File: src/design/pli_pkg.sv
`timescale 1ns / 1ps

package pli_pkg;

  localparam int TABLE_DEPTH = 64;
  localparam int IDX_W       = $clog2(TABLE_DEPTH);
  localparam int CNT_W       = $clog2(TABLE_DEPTH + 1);
  localparam int PC_W        = 7;
  localparam int DIV_STEPS   = 32;
  localparam int DIV_CW      = $clog2(DIV_STEPS);

  localparam logic [1:0] FUNC_CLEAR  = 2'd0;
  localparam logic [1:0] FUNC_INSERT = 2'd1;
  localparam logic [1:0] FUNC_EVAL   = 2'd2;

  localparam logic [2:0] ST_OK    = 3'd0;
  localparam logic [2:0] ST_RANGE = 3'd1;
  localparam logic [2:0] ST_EMPTY = 3'd2;
  localparam logic [2:0] ST_DUP   = 3'd3;
  localparam logic [2:0] ST_FULL  = 3'd4;

  typedef struct packed {
    logic [1:0]         func;
    logic signed [31:0] x_arg;
    logic signed [31:0] y_value;
  } in_t;

  typedef struct packed {
    logic signed [31:0] value;
    logic [2:0]         status;
    logic signed [31:0] y_maximum;
    logic signed [31:0] y_minimum;
    logic [PC_W-1:0]    point_count;
  } out_t;

  typedef struct packed {
    logic               wr_en;
    logic [IDX_W-1:0]   wr_addr;
    logic signed [31:0] wr_x;
    logic signed [31:0] wr_y;
    logic [IDX_W-1:0]   rd_addr;
  } tbl_req_t;

endpackage

File: src/design/pli_divider.sv
`timescale 1ns / 1ps

// restoring divider, one quotient bit per cycle; needs dividend[63:32] < divisor
module pli_divider (
  input  logic        clk,
  input  logic        rst,
  input  logic        start,
  input  logic [63:0] dividend,
  input  logic [31:0] divisor,
  output logic        done,
  output logic [31:0] quotient
);

  logic [31:0]             rem;
  logic [31:0]             dl;
  logic [31:0]             dsr;
  logic [pli_pkg::DIV_CW-1:0] cnt;
  logic                    busy;
  logic [32:0]             trial;
  logic                    take;

  assign trial    = {rem, dl[31]};
  assign take     = trial >= {1'b0, dsr};
  assign quotient = dl;

  always_ff @(posedge clk) begin
    if (rst) begin
      busy <= 1'b0;
      done <= 1'b0;
      cnt  <= '0;
    end else begin
      done <= 1'b0;
      if (start) begin
        busy <= 1'b1;
        cnt  <= pli_pkg::DIV_CW'(pli_pkg::DIV_STEPS - 1);
      end else if (busy) begin
        cnt <= cnt - 1'b1;
        if (cnt == '0) begin
          busy <= 1'b0;
          done <= 1'b1;
        end
      end
    end
  end

  always_ff @(posedge clk) begin
    if (start) begin
      rem <= dividend[63:32];
      dl  <= dividend[31:0];
      dsr <= divisor;
    end else if (busy) begin
      rem <= take ? 32'(trial - {1'b0, dsr}) : trial[31:0];
      dl  <= {dl[30:0], take};
    end
  end

endmodule

File: config.mk
export PLATFORM = sky130hd
export DESIGN_NAME = pli_divider
export DESIGN_NICKNAME = d
export VERILOG_FILES = /design/src/design/pli_pkg.sv /design/src/design/pli_divider.sv
export SDC_FILE = /design/constraint.sdc
export NUM_CORES = 1
export LEC_CHECK = 0
export BUFFER_PORTS_ARGS = -buffer_cell sky130_fd_sc_hd__buf_2
export CAP_MARGIN = 40
export CORE_ASPECT_RATIO = 0.8
export CORE_MARGIN = 5
export CORE_UTILIZATION = 30
export CTS_CLUSTER_DIAMETER = 80
export DETAILED_ROUTE_END_ITERATION = 8
export GPL_ROUTABILITY_DRIVEN = 0
export GPL_TIMING_DRIVEN = 0
export PLACE_DENSITY_LB_ADDON = 0.2
export SLEW_MARGIN = 20
export SYNTH_ARGS = -nofsm -noshare
export SYNTH_HDL_FRONTEND = slang
export SYNTH_SLANG_ARGS = --single-unit
File: constraint.sdc
create_clock -name clk -period 3.7 [get_ports clk]
set_clock_uncertainty 0.05 [all_clocks]
set_input_delay 0.74 -clock clk [delete_from_list [all_inputs] [get_ports clk]]
set_output_delay 0.74 -clock clk [all_outputs]
set_load 0.01 [all_outputs]
==> results of run 1 <==
==> where the power goes <==
group / internal [mW] / switching [mW] / total, mW
Clock: 0.495 / 0.524 / 1.02
Sequential: 1.51 / 0.0971 / 1.61
Combinational: 0.784 / 1.09 / 1.87
==> cell families after synthesis <==
logic type                 synth area share [%]
muxes                                     6.832
xor gates and xnor gates                  4.270
and+or+nand+nor                           11.10
AOI/OAI and AO/OA                         17.02
buffers and inverters                     4.412
adders and majority gates                 7.239
DFF                                       49.13
==> layout by cell type (no fill, tap or decap), types with 4 or more instances in the layout <==
cell type / count
o21bai_1: 8
clkbuf_16: 9
nand3b_1: 23
buf_4: 8
nor2b_1: 5
ha_1: 34
buf_2: 134
xnor2_1: 11
o21ai_0: 15
nor3_1: 5
o311ai_1: 16
dfxtp_1: 7
a21oi_1: 35
nor2_1: 29
mux2i_1: 6
xor2_1: 19
nand2_1: 52
mux2_2: 32
clkbuf_1: 19
inv_1: 42
buf_1: 4
edfxtp_1: 96
a21o_1: 19
o21a_1: 5
nand3_1: 4
nand2b_1: 4
==> worst reg2reg max path, delay by kind of cell, from the launching register on <==
kind,cells,cell delay [ns]
compound gates,9,1.92
fa+ha+maj,2,0.54
flops,1,0.41
buf+inv,2,0.16
xor+xnor,1,0.16
==> path summary, 6_finish.rpt <==
path | start | endpoint | slack [ns] | depth (start not counted)
worst max-delay path | quotient[31]$_DFFE_PP_ | rem[24]$_DFFE_PP_ | 0.18 | 14
worst min-delay path | divisor[12] | dsr[12]$_DFFE_PP_ | 0.50 | 1
worst max register to register | quotient[31]$_DFFE_PP_ | rem[24]$_DFFE_PP_ | 0.18 | 14
worst min register to register | quotient[19]$_DFFE_PP_ | quotient[20]$_DFFE_PP_ | 0.53 | 1
==> flip-flops by register name, indices dropped and copies added (netlist names) <==
name      flops
busy          1
cnt           5
done          1
dsr          32
quotient     32
rem          32
==> area by class of cell <==
class / instances / area [um^2]
clock buffer: 9 / 225.2
timing repair buffer: 140 / 755.7
sequential: 103 / 3023
tap: 264 / 330.3
buffer: 29 / 121.4
multi-input combinational: 380 / 2949
clock inverter: 7 / 96.34
inverter: 42 / 157.7
fill: 1970 / 12310
antenna: 2 / 5.005
==> layer usage <==
metal	part of all wire (%)	wire length, um	vias up	track usage, %
met4	1.5	258	0	3.824
met1	47	8145	2293	20.16
met3	6.1	1047	17	3.733
li1	-	-	2363	-
met5	0	0	-	0
met2	45	7823	149	22.00
==> repair_timing <==
action                                  4_1_cts  5_1_grt
pin swaps                                     1        5
setup buffers                                 1        6
gates resized for setup                       1       20
endpoints found under the setup margin        4       29
==> metrics.md, run 1 <==
| Metric | Value |
|---|---|
| Area after DPL | `roughly 0.0072 mm^2` |
| CTS tree | `done` |
| Die area | `0.02349 mm^2` |
| Pins Over Slew Limit | `0` |
| Port bufs | `131` |
| Root buf cell | `clkbuf_16` |
| Count leader, synth | `edfxtp_1` |
| Post-synthesis sequential area ratio | `49.13%` |
| Die X | `170.1 um` |
| Tmin final | `3.524 ns` |
| Drt wl/cell | `17.70 um` |
| DP Cell Count | `951` |
| Crit end category | `flop` |
| Clock transition at path regs | `about 0.08 ns` |
| DRT antenna net count | `0` |
| Cell taking the most area after synthesis | `edfxtp_1` |
| Post-route core utilization | `38.37%` |
| Gate Count Post-Synth | `around 550` |
| Final Net Count | `839` |
| Synth unique cells | `57` |
| Slew HR | `53.94%` |
| Layout cells sized above 1 | `a little under a third` |
| Most frequent CP cell | `inv_1` |
| Dpl hpwl | `roughly 13 mm` |
| Setup slack at placement | `-0.1438 ns` |
| Pwr Total | `4.504 mW` |
| Max Fclk | `283.8 MHz` |
| Pin count of the biggest net entering global routing | `38` |
| Warnings, synthesis | `0` |
| Fin. Hold Viols | `0` |
| Fin crit share | `a little over nine tenths` |
| CP required | `3.73 ns` |
| Post-synth top area share | `between 40% and 50%` |
| Worst path bufs/invs | `2` |
| 1st-iter DRT viols | `233` |
| Clock latency at the later pin of the worst-skew pair | `0.36 ns` |
| CP Max Fanout | `4` |
| Top Family by Delay on Critical Path | `compound AO/OA/AOI/OAI gates` |
| Slew @ Worst Pin | `0.6909 ns` |
| Num rows | `46` |
| Clock buffer depth | `2` |
| Initial antenna violation count | `2` |
| Starting density of the core | `30.81%` |
| PD cells | `587.7 mW/mm^2` |
| Die height | `138.1 um` |
| Slowest library cell on the worst path | `edfxtp_1` |
| HP Class | `in2reg` |
| First-pass GRT wire length | `approximately 27 mm` |
| Post-Syn Nets | `688` |
| Clk sinks | `103` |
| Vias | `4822` |
| IR drop worst, VDD | `0.2277 mV` |
| Top cells by area, synth | `edfxtp_1, ha_1, mux2_2` |
| Worst setup margin | `around 0.18 ns` |
| Worst hold margin | `0.4962 ns` |
| Total grt overflow | `0` |
| Synthesized area | `approximately 0.0062 mm^2` |
| Main flop type after synthesis | `edfxtp_1` |
| Crit path launch type | `flop` |
| Post-route setup TNS | `0 ns` |
| Vias in the first global route | `a little under 5000` |
| Post-synth EDFFs | `96` |
| WP data arrival | `around 3.6 ns` |
| Crit path kind | `reg2reg` |
| Seq cells post-synth | `between 100 and 150` |
| Total CTS buffers | `9` |
| CP max stage delay | `0.41 ns` |
| CP cell instances | `inv_1, ha_1, inv_1, fa_2, a211oi_2, o21bai_1, a21oi_2, o221ai_4, a221oi_4, a31oi_2, a21o_1, a21oi_1, xor2_1, o311ai_1` |
| Post-synth top cells | `edfxtp_1, nand2_1, inv_1` |
| Drt pass-1 iters | `4` |
| Wirelength, routed | `between 15 and 20 mm` |
| Finished Layout Cells | `976` |
| Core area | `0.01997 mm^2` |
| Avg Cell Area, Syn | `around 11 um^2` |
| Drt drc | `0` |
| Setup violators final | `0` |
| Run status | `complete, no violations` |
| Vias per cell | `4.941` |
| Tot GR Track Use | `14.36%` |
| Leak | `3.190 nW` |
| Io pins | `about 130` |
| CTS Hold Buffers Added | `0` |
| Syn-to-layout area delta | `24.54%` |
| Max-cap viol count | `0` |
| Final instance area | `0.007664 mm^2` |
| H-Tree Depth | `3` |
| Ys async rst share | `0%` |
Note: power is estimated with default switching activity, not from simulation.
==> run 2: changes to the inputs <==
- ABC_AREA: unset -> 1
- CORE_UTILIZATION: 30 -> 55
==> run 2 against run 1 <==
Against the previous run: count of clock-buffer cells in the layout unchanged; critical path depth rose by 2; die area down 34%; combinational power barely moved; critical endpoint is now rem[28]$_DFFE_PP_; power fell by 1.1%; first-iteration DRC count grew to 2.7 times the previous value; clock power hardly changed.
==> metrics.md, run 2 <==
| Metric | Value |
|---|---|
| Post-synth top cells | `nand2_1, inv_1, edfxtp_1` |
| Drt pass-1 iters | `6` |
| Total grt overflow | `0` |
| Post-synthesis sequential area ratio | `42.17%` |
| Combinational power share | `42.4%` |
| RSZ-0062 raised after global routing | `false` |
| Crit path kind | `reg2reg` |
| Fin crit share | `72.74%` |
| Sw frac | `39.96%` |
| Final Net Count | `between 1000 and 1500` |
| Drt drc | `0` |
| Post-route setup TNS | `0 ns` |
| Port bufs | `131` |
| Clk sinks | `103` |
| PD cells | `531.1 mW/mm^2` |
| Finished Layout Cells | `roughly 1300` |
| Pin count of the biggest net entering global routing | `35` |
| Top cells by area, synth | `edfxtp_1, nand2_1, inv_1` |
| Io pins | `132` |
| H-Tree Depth | `3` |
| Main flop type after synthesis | `edfxtp_1` |
| First-pass GRT wire length | `28.76 mm` |
| DP Cell Count | `about 1300` |
| GR Layer Usage met3 | `4.167%` |
| 1st-iter DRT viols | `619` |
| CTS Hold Buffers Added | `0` |
| Avg Cell Area, Syn | `7.255 um^2` |
| Total CTS buffers | `9` |
| Max-cap viol count | `0` |
| Setup slack at placement | `0.5879 ns` |
| Clock latency at the later pin of the worst-skew pair | `0.36 ns` |
| Tmin final | `2.691 ns` |
| Layout cells sized above 1 | `16.73%` |
| Starting density of the core | `55.90%` |
| CTS tree | `done` |
| CP required | `3.77 ns` |
| Run status | `complete, no violations` |
| Hold path depth | `2` |
| Slew @ Worst Pin | `0.7828 ns` |
| Launch point of the worst reg-to-reg path | `quotient[31]$_DFFE_PP_` |
| R2R depth | `16` |
| HP Class | `reg2reg` |
| Clock transition at path regs | `0.09 ns` |
| CP Max Fanout | `4` |
| Root buf cell | `clkbuf_16` |
| Crit end category | `flop` |
| Post-Syn Nets | `roughly 1100` |
| Pwr Total | `4.457 mW` |
| Max Fclk | `371.6 MHz` |
| IR drop worst, VDD | `0.3279 mV` |
| Gate Count Post-Synth | `988` |
| WP data arrival | `approximately 2.8 ns` |
| Met2 usage | `34.53%` |
| Internal Power | `2.676 mW` |
| Vias | `6523` |
| GRT busiest layer | `met1` |
| Leak | `4.552 nW` |
| Pins Over Slew Limit | `0` |
| Synth unique cells | `37` |
| Syn-to-layout area delta | `17.07%` |
| RR Endpoint | `rem[28]$_DFFE_PP_` |
| Worst Hold End | `cnt[4]$_SDFFE_PP0P_` |
| Die height | `112.1 um` |
| Core area | `0.01282 mm^2` |
| Ys async rst share | `0%` |
| Fill count | `around 1200` |
| Seq cells post-synth | `103` |
| DRT antenna net count | `0` |
| Warnings, synthesis | `0` |
| Vias in the first global route | `slightly above 6000` |
| Post-CTS sizing | `0` |
| Drt wl/cell | `around 14 um` |
| Post-synth EDFFs | `96` |
| Met1 usage | `a little over a third` |
| Setup bufs post-CTS | `0` |
| Most frequent cells in the layout | `nand2_1, inv_1, buf_2` |
| Fin. Hold Viols | `0` |
| Count leader, synth | `nand2_1` |
| Vias per cell | `4.976` |
| Die area | `between 0.015 and 0.02 mm^2` |
| Post-route core utilization | `between 60% and 70%` |
| Clock buffer depth | `2` |
| Slew HR | `47.81%` |
| Tot GR Track Use | `23.38%` |
| Worst setup margin | `1.009 ns` |
| Die X | `approximately 140 um` |
| Antenna cells | `0` |
| Dpl hpwl | `14.00 mm` |
| Most common cell after layout, fill and taps aside | `nand2_1` |
| Post-synth top area share | `40.22%` |
| Hold path start | `cnt[4]$_SDFFE_PP0P_` |
| Synthesized area | `0.007168 mm^2` |
| Register-to-register setup slack | `a little over 1 ns` |
| Sequential share of power | `between 30% and 40%` |
| Num rows | `37` |
| Initial antenna violation count | `0` |
| Setup violators final | `0` |
| Crit path launch type | `flop` |
| Psw | `1.781 mW` |
| Wirelength, routed | `approximately 18 mm` |
| Clk pwr share | `around 23%` |
| Cell taking the most area after synthesis | `edfxtp_1` |
-- run 2: changes by cell type in the layout (fill, tap and decap cells not counted), moves of 9 or more --
cell      change
nand2_1     +380
inv_1       +123
nand3_1      +62
mux2_2       -32
a21oi_1      -19
xor2_1       -19
a21o_1       -18
nor2_1       +18
o311ai_1     -16
clkbuf_1     -10
o21ai_0      -10
nand4_1       +9
-- run 2: stage by stage --
| stage | area, um^2 | hold slack [ns] |
|---|---|---|
| after floorplan | 7168 | 0.3922 |
| after global placement | 8043 | 0.4080 |
| after detailed placement | 8070 | 0.4177 |
| after CTS | 8392 | 0.4326 |
| after global routing | 8392 | 0.4681 |
| final | 8392 | 0.4295 |
-- run 2: kinds of logic after synthesis --
kind of cell    count (synthesis)  share of synthesized area, %
simple gates                  611                         36.48
buf+inv                       194                         10.93
flops                         103                         42.17
fa+ha+maj                      35                         6.214
compound gates                 31                         2.496
xor+xnor                       14                         1.711
-- run 2: worst max-delay path by stage --
| stage | startpoint | to | cells after the start |
|---|---|---|---|
| after detailed placement | start | rem[19]$_DFFE_PP_ | 6 |
| after floorplan | start | cnt[1]$_SDFFE_PP0P_ | 5 |
| final | quotient[31]$_DFFE_PP_ | rem[28]$_DFFE_PP_ | 16 |
| after global routing | quotient[31]$_DFFE_PP_ | rem[28]$_DFFE_PP_ | 16 |
| after CTS | start | rem[19]$_DFFE_PP_ | 6 |
| after global placement | start | cnt[1]$_SDFFE_PP0P_ | 6 |
-- run 2: critical path, cell delays in order, from the launching register on --
cell and delay [ns]:
edfxtp_1 0.43, inv_1 0.10, ha_1 0.14, inv_1 0.08, fa_1 0.43, nand3_1 0.11, nand3_1 0.20, nand2_1 0.15
nand2_1 0.15, nand2_1 0.09, nand2_1 0.09, nand2_1 0.11, nand2_1 0.06, nand2_1 0.05, nand3_1 0.06, nand2_1 0.08
nand2_1 0.05
-- run 2: layout make-up --
type | count | area, um^2 | share of cell area [%]
plain buffers | 24 | 145.1 | 1.730
inverters | 170 | 638.1 | 7.604
repair buffers | 132 | 675.6 | 8.051
clock inverters | 7 | 96.34 | 1.148
flip-flops and latches | 103 | 3023 | 36.02
multi-input cells | 691 | 3369 | 40.15
clock buffers | 9 | 225.2 | 2.684
well taps | 175 | 219.0 | 2.609
-- run 2: routing by layer --
metal / wire, um / part of all wire, % / vias up
met5: 0 / 0 / -
met4: 247 / 1.4 / 0
met3: 1547 / 8.6 / 24
met2: 7659 / 43 / 224
met1: 8494 / 47 / 2900
li1: - / - / 3375
-- run 2: power by group through the flow --
stage	sequential, mW	combinational, mW	clock, mW
2_1_floorplan	1.59	1.36	0
3_3_place_gp	1.58	1.82	0
3_5_place_dp	1.58	1.85	0
4_1_cts	1.56	1.86	1.02
5_1_grt	1.58	2.13	1.07
6_report	1.56	1.89	1.01
